<file path="config.mk">
export PLATFORM = sky130hd
export DESIGN_NAME = csv_field_tokenizer_top
export DESIGN_NICKNAME = d
export VERILOG_FILES = /design/src/hw/rtl/csvt_pkg.sv /design/src/hw/rtl/csvt_ram.sv /design/src/hw/rtl/csvt_dpath.sv /design/src/hw/rtl/csvt_ctrl.sv /design/src/hw/rtl/csv_field_tokenizer_top.sv
export SDC_FILE = /design/constraint.sdc
export NUM_CORES = 1
export LEC_CHECK = 0
export BUFFER_PORTS_ARGS = -buffer_cell sky130_fd_sc_hd__buf_4
export CORE_MARGIN = 4
export CORE_UTILIZATION = 65
export CTS_BUF_LIST = sky130_fd_sc_hd__clkbuf_16
export CTS_CLUSTER_DIAMETER = 30
export DETAILED_ROUTE_END_ITERATION = 7
export GPL_TIMING_DRIVEN = 0
export HOLD_SLACK_MARGIN = 0.12
export PLACE_DENSITY = 0.83
export SLEW_MARGIN = 20
export SYNTH_ARGS = -nofsm -noshare
export SYNTH_HDL_FRONTEND = slang
export SYNTH_SLANG_ARGS = --single-unit
export TNS_END_PERCENT = 100
</file>
<file path="constraint.sdc">
create_clock -name clk -period 5.95 [get_ports clk]
set_clock_uncertainty 0.05 [all_clocks]
set_input_delay 1.19 -clock clk [delete_from_list [all_inputs] [get_ports clk]]
set_output_delay 1.19 -clock clk [all_outputs]
set_load 0.01 [all_outputs]
</file>
<file path="src/hw/rtl/csvt_pkg.sv">
// Shared types and constants for the CSV field tokenizer.
// Used by every module under hw/rtl except csvt_ram; depends on nothing.
package csvt_pkg;

  localparam int MAX_FIELD_BYTES_DEF = 64;

  localparam logic [7:0] CH_CR = 8'h0D;
  localparam logic [7:0] CH_LF = 8'h0A;

  localparam logic [7:0] DELIMITER_RST = 8'd44;
  localparam logic [7:0] QUOTE_RST     = 8'd34;
  localparam logic       DROP_BLANK_RST = 1'b1;
  localparam logic       UNQUOTE_RST    = 1'b1;

  localparam int APB_AW = 4;
  localparam int APB_DW = 32;

  typedef enum logic [1:0] {
    REG_DELIMITER = 2'd0,
    REG_QUOTE     = 2'd1,
    REG_DROP      = 2'd2,
    REG_UNQUOTE   = 2'd3
  } reg_idx_t;

  typedef struct packed {
    logic [7:0] text_byte;
    logic       final_byte;
  } in_item_t;

  typedef struct packed {
    logic [7:0] field_byte;
    logic       has_byte;
    logic       field_end;
    logic       row_end;
    logic       input_end;
    logic       field_truncated;
    logic       last_of_run;
  } out_item_t;

  // controller -> datapath
  typedef struct packed {
    logic store;
    logic clear_field;
    logic emit_init;
    logic rd_en;
    logic step;
    logic flush;
    logic marker;
    logic row_end;
    logic input_end;
    logic last;
  } dp_cmd_t;

  // datapath -> controller
  typedef struct packed {
    logic empty;
    logic more;
    logic use_ready;
    logic out_free;
  } dp_stat_t;

endpackage

</file>
<file path="src/hw/rtl/csvt_ram.sv">
// Generic single-port-write, single-port-read RAM with registered read.
// No dependencies.
module csvt_ram #(
  parameter int WIDTH = 8,
  parameter int DEPTH = 64
) (
  input  logic                     clk,
  input  logic                     we,
  input  logic [$clog2(DEPTH)-1:0] waddr,
  input  logic [WIDTH-1:0]         wdata,
  input  logic                     re,
  input  logic [$clog2(DEPTH)-1:0] raddr,
  output logic [WIDTH-1:0]         rdata
);

  logic [WIDTH-1:0] mem [DEPTH];

  always_ff @(posedge clk) begin
    if (we) begin
      mem[waddr] <= wdata;
    end
    if (re) begin
      rdata <= mem[raddr];
    end
  end

endmodule

</file>
<file path="src/hw/rtl/csvt_dpath.sv">
// Datapath: field buffer RAM, field length, unquote walk, hold and output registers.
// Depends on csvt_pkg and csvt_ram.
module csvt_dpath
  import csvt_pkg::*;
#(
  parameter int MAX_FIELD_BYTES = MAX_FIELD_BYTES_DEF
) (
  input  logic       clk,
  input  logic       rst,
  input  logic [7:0] text_byte,
  input  logic [7:0] quote_char,
  input  logic       unquote_fields,
  input  dp_cmd_t    cmd,
  output dp_stat_t   stat,
  output logic       out_valid,
  input  logic       out_stall,
  output out_item_t  out_item
);

  localparam int LW = $clog2(MAX_FIELD_BYTES);
  localparam logic [LW-1:0] CAP = LW'(MAX_FIELD_BYTES - 1);

  logic [LW-1:0] len, len_next;
  logic          ovf, ovf_next;
  logic [7:0]    first_byte, last_byte;
  logic [LW-1:0] idx, endi;
  logic          esc, unq;
  logic          hold_valid, hold_valid_next;
  logic [7:0]    hold_byte;
  logic          out_valid_next;
  out_item_t     out_item_next;

  logic       ram_we;
  logic [7:0] rdata;
  logic       keep, out_free, push_mid, wrap_ok, clr;

  csvt_ram #(
    .WIDTH (8),
    .DEPTH (MAX_FIELD_BYTES)
  ) u_buf (
    .clk   (clk),
    .we    (ram_we),
    .waddr (len),
    .wdata (text_byte),
    .re    (cmd.rd_en),
    .raddr (idx),
    .rdata (rdata)
  );

  // field is wrapped in quotes and not truncated
  assign wrap_ok = unquote_fields && !ovf && ({1'b0, len} >= (LW+1)'(2)) &&
                   first_byte == quote_char && last_byte == quote_char;

  assign ram_we   = cmd.store && (len != CAP);
  assign keep     = !(unq && !esc && rdata == quote_char);
  assign out_free = !out_valid || !out_stall;
  assign push_mid = cmd.step && keep && hold_valid;
  assign clr      = cmd.clear_field || cmd.flush || cmd.marker;

  assign stat.empty     = (len == '0) && !ovf;
  assign stat.more      = idx < endi;
  assign stat.use_ready = !(keep && hold_valid && !out_free);
  assign stat.out_free  = out_free;

  always_comb begin
    len_next        = len;
    ovf_next        = ovf;
    hold_valid_next = hold_valid;
    out_item_next   = out_item;
    out_valid_next  = out_valid && out_stall;
    if (cmd.store) begin
      if (len != CAP) begin
        len_next = len + LW'(1);
      end else begin
        ovf_next = 1'b1;
      end
    end
    if (cmd.step && keep) begin
      hold_valid_next = 1'b1;
    end
    if (push_mid) begin
      out_item_next  = '{field_byte: hold_byte, has_byte: 1'b1, default: 1'b0};
      out_valid_next = 1'b1;
    end
    if (cmd.flush) begin
      out_item_next.field_byte      = hold_valid ? hold_byte : 8'd0;
      out_item_next.has_byte        = hold_valid;
      out_item_next.field_end       = 1'b1;
      out_item_next.row_end         = cmd.row_end;
      out_item_next.input_end       = cmd.input_end;
      out_item_next.field_truncated = ovf;
      out_item_next.last_of_run     = cmd.last;
      out_valid_next  = 1'b1;
      hold_valid_next = 1'b0;
    end
    if (cmd.marker) begin
      out_item_next = '{input_end: 1'b1, last_of_run: 1'b1, default: '0};
      out_valid_next = 1'b1;
    end
    if (clr) begin
      len_next = '0;
      ovf_next = 1'b0;
    end
  end

  always_ff @(posedge clk) begin
    if (rst) begin
      len        <= '0;
      ovf        <= 1'b0;
      hold_valid <= 1'b0;
      out_valid  <= 1'b0;
    end else begin
      len        <= len_next;
      ovf        <= ovf_next;
      hold_valid <= hold_valid_next;
      out_valid  <= out_valid_next;
    end
  end

  always_ff @(posedge clk) begin
    out_item <= out_item_next;
    if (ram_we) begin
      last_byte <= text_byte;
      if (len == '0) begin
        first_byte <= text_byte;
      end
    end
    if (cmd.emit_init) begin
      unq  <= wrap_ok;
      esc  <= 1'b1;  // first inner byte always copied
      idx  <= wrap_ok ? LW'(1) : '0;
      endi <= wrap_ok ? len - LW'(1) : len;
    end
    if (cmd.step) begin
      idx <= idx + LW'(1);
      esc <= !keep;
      if (keep) begin
        hold_byte <= rdata;
      end
    end
  end

  a_len_cap : assert property (@(posedge clk) disable iff (rst)
    len <= CAP) else $error("field length beyond capacity");

  a_ovf_full : assert property (@(posedge clk) disable iff (rst)
    ovf |-> len == CAP) else $error("overflow flagged with room left");

  a_mid_flags : assert property (@(posedge clk) disable iff (rst)
    out_valid && !out_item.field_end |-> !out_item.row_end && !out_item.field_truncated)
    else $error("row_end or truncated outside field end");

endmodule

</file>
<file path="src/hw/rtl/csvt_ctrl.sv">
// Controller: CSV scan state, row bookkeeping and the emit sequencer.
// Depends on csvt_pkg.
module csvt_ctrl
  import csvt_pkg::*;
(
  input  logic       clk,
  input  logic       rst,
  input  logic       in_valid,
  output logic       in_stall,
  input  in_item_t   in_item,
  input  logic [7:0] delimiter_char,
  input  logic [7:0] quote_char,
  input  logic       drop_blank_rows,
  output dp_cmd_t    cmd,
  input  dp_stat_t   stat
);

  typedef enum logic [5:0] {
    ST_IDLE      = 6'b000001,
    ST_EMIT_INIT = 6'b000010,
    ST_EMIT_RD   = 6'b000100,
    ST_EMIT_USE  = 6'b001000,
    ST_FLUSH     = 6'b010000,
    ST_MARK      = 6'b100000
  } state_t;

  typedef enum logic [3:0] {
    SM_PLAIN   = 4'b0001,
    SM_QUOTED  = 4'b0010,
    SM_QSEEN   = 4'b0100,
    SM_AFTERCR = 4'b1000
  } scan_mode_t;

  state_t     state, state_next;
  scan_mode_t scan_mode, scan_mode_next, mode_nx;
  logic       first_in_row, first_in_row_next;
  logic       row_kept, row_kept_next;
  logic       job_rowend, job_rowend_next;
  logic       job_inend, job_inend_next;
  logic       job_last, job_last_next;
  logic       then_b, then_b_next;

  logic       accept, plain, store_en, end_en, rowend;
  logic       do_a, do_b, do_marker, fir_after, rk_after, empty_after, drop_last;
  logic [7:0] b;

  assign b        = in_item.text_byte;
  assign in_stall = (state != ST_IDLE);
  assign accept   = in_valid && !in_stall;

  // byte classification
  always_comb begin
    plain    = 1'b1;
    store_en = 1'b0;
    end_en   = 1'b0;
    rowend   = 1'b0;
    mode_nx  = scan_mode;
    unique case (scan_mode)
      SM_AFTERCR: begin
        mode_nx = SM_PLAIN;
        plain   = (b != CH_LF);
      end
      SM_QSEEN: begin
        if (b == quote_char) begin
          store_en = 1'b1;
          mode_nx  = SM_QUOTED;
          plain    = 1'b0;
        end else begin
          mode_nx = SM_PLAIN;
        end
      end
      SM_QUOTED: begin
        store_en = 1'b1;
        plain    = 1'b0;
        if (b == quote_char) begin
          mode_nx = SM_QSEEN;
        end
      end
      SM_PLAIN: ;
      default: ;
    endcase
    if (plain) begin
      if (b == delimiter_char) begin
        end_en = 1'b1;
      end else if (b == quote_char) begin
        if (stat.empty) begin
          mode_nx = SM_QUOTED;
        end
        store_en = 1'b1;
      end else if (b == CH_LF) begin
        end_en = 1'b1;
        rowend = 1'b1;
      end else if (b == CH_CR) begin
        end_en  = 1'b1;
        rowend  = 1'b1;
        mode_nx = SM_AFTERCR;
      end else begin
        store_en = 1'b1;
      end
    end
  end

  // which emissions this byte causes
  always_comb begin
    do_a        = end_en && !(rowend && first_in_row && stat.empty && drop_blank_rows);
    fir_after   = end_en ? rowend : first_in_row;
    rk_after    = row_kept || (do_a && rowend);
    empty_after = end_en || (!store_en && stat.empty);
    drop_last   = rk_after && fir_after && empty_after;
    do_b        = in_item.final_byte && !drop_last;
    do_marker   = in_item.final_byte && drop_last && !do_a;
  end

  always_comb begin
    state_next        = state;
    scan_mode_next    = scan_mode;
    first_in_row_next = first_in_row;
    row_kept_next     = row_kept;
    job_rowend_next   = job_rowend;
    job_inend_next    = job_inend;
    job_last_next     = job_last;
    then_b_next       = then_b;
    cmd               = '0;
    cmd.row_end       = job_rowend;
    cmd.input_end     = job_inend;
    cmd.last          = job_last;
    unique case (state)
      ST_IDLE: begin
        if (accept) begin
          cmd.store       = store_en;
          cmd.clear_field = end_en && !do_a;
          if (in_item.final_byte) begin
            scan_mode_next    = SM_PLAIN;
            first_in_row_next = 1'b1;
            row_kept_next     = 1'b0;
          end else begin
            scan_mode_next    = mode_nx;
            first_in_row_next = fir_after;
            row_kept_next     = rk_after;
          end
          if (do_a) begin
            job_rowend_next = rowend;
            job_inend_next  = in_item.final_byte && drop_last;
            job_last_next   = !do_b;
            then_b_next     = do_b;
            state_next      = ST_EMIT_INIT;
          end else if (do_b) begin
            job_rowend_next = 1'b1;
            job_inend_next  = 1'b1;
            job_last_next   = 1'b1;
            then_b_next     = 1'b0;
            state_next      = ST_EMIT_INIT;
          end else if (do_marker) begin
            then_b_next = 1'b0;
            state_next  = ST_MARK;
          end
        end
      end
      ST_EMIT_INIT: begin
        cmd.emit_init = 1'b1;
        state_next    = ST_EMIT_RD;
      end
      ST_EMIT_RD: begin
        if (stat.more) begin
          cmd.rd_en  = 1'b1;
          state_next = ST_EMIT_USE;
        end else begin
          state_next = ST_FLUSH;
        end
      end
      ST_EMIT_USE: begin
        if (stat.use_ready) begin
          cmd.step   = 1'b1;
          state_next = ST_EMIT_RD;
        end
      end
      ST_FLUSH: begin
        if (stat.out_free) begin
          cmd.flush = 1'b1;
          if (then_b) begin
            job_rowend_next = 1'b1;
            job_inend_next  = 1'b1;
            job_last_next   = 1'b1;
            then_b_next     = 1'b0;
            state_next      = ST_EMIT_INIT;
          end else begin
            state_next = ST_IDLE;
          end
        end
      end
      ST_MARK: begin
        if (stat.out_free) begin
          cmd.marker = 1'b1;
          state_next = ST_IDLE;
        end
      end
      default: state_next = ST_IDLE;
    endcase
  end

  always_ff @(posedge clk) begin
    if (rst) begin
      state        <= ST_IDLE;
      scan_mode    <= SM_PLAIN;
      first_in_row <= 1'b1;
      row_kept     <= 1'b0;
      then_b       <= 1'b0;
    end else begin
      state        <= state_next;
      scan_mode    <= scan_mode_next;
      first_in_row <= first_in_row_next;
      row_kept     <= row_kept_next;
      then_b       <= then_b_next;
    end
  end

  always_ff @(posedge clk) begin
    job_rowend <= job_rowend_next;
    job_inend  <= job_inend_next;
    job_last   <= job_last_next;
  end

  a_fin_reset : assert property (@(posedge clk) disable iff (rst)
    accept && in_item.final_byte |=> scan_mode == SM_PLAIN && first_in_row && !row_kept)
    else $error("scan state not reset after final byte");

  a_fin_emits : assert property (@(posedge clk) disable iff (rst)
    accept && in_item.final_byte |=> state != ST_IDLE)
    else $error("final byte produced no result");

  a_mark_alone : assert property (@(posedge clk) disable iff (rst)
    state == ST_MARK |-> !then_b)
    else $error("marker with a pending field");

endmodule

</file>
<file path="src/hw/rtl/csv_field_tokenizer_top.sv">
// Top level of the CSV field tokenizer: APB register file, controller, datapath.
// Depends on csvt_pkg, csvt_ctrl, csvt_dpath (and csvt_ram below it).
//
// Byte-serial CSV splitter. Text enters one byte per item on the in channel;
// a field is collected in a buffer RAM of MAX_FIELD_BYTES entries (first
// MAX_FIELD_BYTES-1 raw bytes kept, the rest dropped and flagged as
// truncated) and, when the field closes on the delimiter, LF, CR or CRLF
// outside an open quote, it is replayed on the out channel one byte per
// item, the last one carrying field_end/row_end. Quoted fields may be
// unwrapped with doubled quotes collapsed; blank rows may be dropped. A byte
// that only extends a field is stored without stalling the input. A byte that
// closes a field starts a replay: set-up, then a read walk of the buffer RAM
// (an address step then a decision step per byte), then a flush; the final
// byte may add one more empty field. The block takes no
// new byte while replaying, but a finished result waits in the output
// register without holding up the next byte. Registers (byte address):
// 0x0 delimiter_char, 0x4 quote_char, 0x8 drop_blank_rows,
// 0xC unquote_fields; write them only while the block is idle.
module csv_field_tokenizer_top
  import csvt_pkg::*;
#(
  parameter int MAX_FIELD_BYTES = MAX_FIELD_BYTES_DEF
) (
  input  logic              clk,
  input  logic              rst,
  // byte input
  input  logic              in_valid,
  output logic              in_stall,
  input  in_item_t          in_item,
  // field output
  output logic              out_valid,
  input  logic              out_stall,
  output out_item_t         out_item,
  // configuration
  input  logic              psel,
  input  logic              penable,
  input  logic              pwrite,
  input  logic [APB_AW-1:0] paddr,
  input  logic [APB_DW-1:0] pwdata,
  output logic [APB_DW-1:0] prdata,
  output logic              pready
);

  logic [7:0] delimiter_char;
  logic [7:0] quote_char;
  logic       drop_blank_rows;
  logic       unquote_fields;
  logic       wr_en;
  reg_idx_t   reg_sel;

  dp_cmd_t  cmd;
  dp_stat_t stat;

  // register file; low address bits ignored
  assign pready  = 1'b1;
  assign wr_en   = psel && penable && pwrite;
  assign reg_sel = reg_idx_t'(paddr[3:2]);

  always_ff @(posedge clk) begin
    if (rst) begin
      delimiter_char  <= DELIMITER_RST;
      quote_char      <= QUOTE_RST;
      drop_blank_rows <= DROP_BLANK_RST;
      unquote_fields  <= UNQUOTE_RST;
    end else if (wr_en) begin
      unique case (reg_sel)
        REG_DELIMITER: delimiter_char  <= pwdata[7:0];
        REG_QUOTE:     quote_char      <= pwdata[7:0];
        REG_DROP:      drop_blank_rows <= pwdata[0];
        REG_UNQUOTE:   unquote_fields  <= pwdata[0];
        default: ;
      endcase
    end
  end

  always_comb begin
    unique case (reg_sel)
      REG_DELIMITER: prdata = {{(APB_DW-8){1'b0}}, delimiter_char};
      REG_QUOTE:     prdata = {{(APB_DW-8){1'b0}}, quote_char};
      REG_DROP:      prdata = {{(APB_DW-1){1'b0}}, drop_blank_rows};
      REG_UNQUOTE:   prdata = {{(APB_DW-1){1'b0}}, unquote_fields};
      default:       prdata = '0;
    endcase
  end

  // scan state and emit sequencing
  csvt_ctrl u_ctrl (
    .clk             (clk),
    .rst             (rst),
    .in_valid        (in_valid),
    .in_stall        (in_stall),
    .in_item         (in_item),
    .delimiter_char  (delimiter_char),
    .quote_char      (quote_char),
    .drop_blank_rows (drop_blank_rows),
    .cmd             (cmd),
    .stat            (stat)
  );

  // field buffer and output registers
  csvt_dpath #(
    .MAX_FIELD_BYTES (MAX_FIELD_BYTES)
  ) u_dpath (
    .clk            (clk),
    .rst            (rst),
    .text_byte      (in_item.text_byte),
    .quote_char     (quote_char),
    .unquote_fields (unquote_fields),
    .cmd            (cmd),
    .stat           (stat),
    .out_valid      (out_valid),
    .out_stall      (out_stall),
    .out_item       (out_item)
  );

endmodule
</file>
==> metrics.txt <==
met2 global-route usage=0.531; Sequential Area=17900 um2; Routed WL=67600 um; gr ovfl total=0; routed vias=14800; largest family of logic cells by synthesized area=multiplexers; Worst-Margin Slew=1.26 ns; fin crit period=5.28 ns; power density over the cells=366 nW/um2; DRT Pass-1 Iters=7; asr flop ratio synth=0; clock latency on the worst-skew pair=0.63 ns; ys flop type=edfxtp_1; Slew Limit Fails=0; synth unique cells=69; H-Tree Depth=3; nets=1615; Iter 0 DRT Violations=2099; Synth Area in XOR/XNOR=0.0111; sequential-to-total area share from yosys stat=0.713; Worst Path Max Fanout=71; top-area cell type share of the netlist area=0.670; Worst EP required=6.14 ns; crit end category=register; Final ANT Viol Nets=0; RD Place Congestion=0.892; Residual DRC=0; Fin. Hold Viols=0; initial antenna violation count=3; global routing met1 resource utilization=0.436; compound-cell area share of the yosys netlist=0.0265; maxcap violations=0; CTS tree=built; post-synthesis simple-gate area fraction=0.0595; Synth area leaders=edfxtp_1 (67%), mux4_2 (15%), dfxtp_1 (4.3%), nor3_1 (1.4%), nor2_1 (0.98%); vias in the first global route=15100; final period utilization=0.888; hold buffers post-CTS=0; adder-cell share of the synthesized area=0.00497; mean post-synth cell area=18.3 um2; via/cell ratio=6.88; starting density of the core=0.663; Final HPWL DP=37500 um; Hold Path Class=register to register; layout cells sized above 1=0.312; mapped cell area=25200 um2; Critical Path Start Type=input pin; Cells after Synth=1375; Worst EP arrival=5.47 ns; CTS Sinks=615; multi-input logic area=7010 um2; Area Growth Syn to Fin=19.5%; port bufs=49; number of synthesized flops with an enable pin=561; status=completed; crit path kind=input pin to register; cts bufs inserted=102; Seq cells post-synth=615; Worst VDD drop=0.000445 V; Die Span Y=205 um; Tot GR Track Use=0.332; most common cell after layout, fill and taps aside=edfxtp_1; Peak Freq=189 MHz; die area=41900 um2; busiest grt layer=met2; sum of negative setup slack=0 ns; first-pass GRT wire length=100000 um; Bufs on Longest Clock Path=3; largest net degree at the start of global routing=73; cts repair resizes=0; Final Total Pwr=11.0 mW; cell taking the most area after synthesis=edfxtp_1; Horiz. Die Dim=205 um; RSZ-0062 raised after global routing=false; Fill cells=1837; Slew HR=0.158; I/O Pins=101; Root Driver=clkbuf_16; Avg WL per Cell=31.4 um; Core Area=37900 um2; Final setup viols=0; Post-CTS Setup Bufs=0; post-synthesis mux area share=0.161; # rows=71; Ys Warns=0; Leakage=10.0 nW; GR Util met3=0.0842; Reg clk slew, reported paths=0.05 ns; most frequent cells in the layout=edfxtp_1 (561), mux4_2 (169), clkbuf_16 (103)
kinds of logic after synthesis:
family / after synthesis
mux: 194
simple gates: 295
buf+inv: 127
other cells: 2
compound gates: 100
fa+ha+maj: 10
flops: 615
xor+xnor: 32
worst paths after layout:
kind	depth (start not counted)	from	end	slack, ns
worst max-delay path	11	in_item[1]	u_dpath.u_buf.mem[46][2]	0.67
worst min-delay path	2	u_dpath.out_item[6]	u_dpath.out_item[6]	0.41
worst max register to register	6	u_ctrl.state[4]	u_dpath.u_buf.mem[46][2]	1.42
worst min register to register	2	u_dpath.out_item[6]	u_dpath.out_item[6]	0.41
per-stage QoR:
step           hold slack [ns]  setup slack (ns)  std cells  area (um2)   util
4_1_cts                  0.407             0.512       2153       30000  0.790
5_1_grt                  0.424             0.628       2153       30100  0.792
3_3_place_gp             0.389             0.275       1958       26300  0.692
6_report                 0.406             0.667       2155       30100  0.792
3_5_place_dp             0.400            0.0473       1960       26500  0.698
2_1_floorplan            0.392              2.12       1398       25200      -
state kept, by name, summed over array words and instances, names as in the netlist, 4 cells and up:
name / count
u_ctrl.state: 6
u_dpath.last_byte: 8
u_dpath.hold_byte: 8
quote_char: 8
u_dpath.endi: 6
u_dpath.len: 6
u_dpath.out_item: 14
u_ctrl.scan_mode: 4
u_dpath.u_buf.mem: 512
delimiter_char: 8
u_dpath.first_byte: 8
u_dpath.idx: 6
u_dpath.u_buf.rdata: 8
metal layers:
layer  wire [um]  vias to the layer above
met5          20                        -
met4        3280                        2
met3        7140                      237
met2       33500                     1144
met1       23700                     7510
li1            -                     5935
synth_stat cells, drive strengths merged (11+ instances only):
master / number
nor3: 71
nand3: 27
a21oi: 27
xnor2: 22
and3: 11
edfxtp: 561
nor2: 67
buf: 51
mux4: 169
clkbuf: 49
inv: 27
nand2: 46
nand4: 14
mux2i: 23
o21ai: 22
dfxtp: 54
final cells by class:
class | count | area share
flip-flops and latches | 615 | 0.596
multi-input cells | 656 | 0.233
clock buffers | 103 | 0.0858
clock inverters | 90 | 0.0304
well taps | 511 | 0.0213
plain buffers | 100 | 0.0166
repair buffers | 51 | 0.0127
inverters | 27 | 0.00337
diodes | 2 | 0.000167
critical path, cell delays in order:
cell      delay, ns
buf_4          0.59
xnor2_1        0.20
nand4_1        0.22
or2_2          0.33
clkbuf_1       0.16
o21ai_0        0.15
a21o_1         0.16
buf_2          0.22
nand4_1        0.55
clkbuf_1       0.66
nor3_2         0.86
where the power goes:
group / internal [mW] / total [mW] / switching, mW
registers: 4.74 / 4.76 / 0.0150
logic: 0.0957 / 0.335 / 0.239
clock network: 3.69 / 5.90 / 2.21
total: 8.53 / 11.0 / 2.47
(Power assumes the default switching activity.)
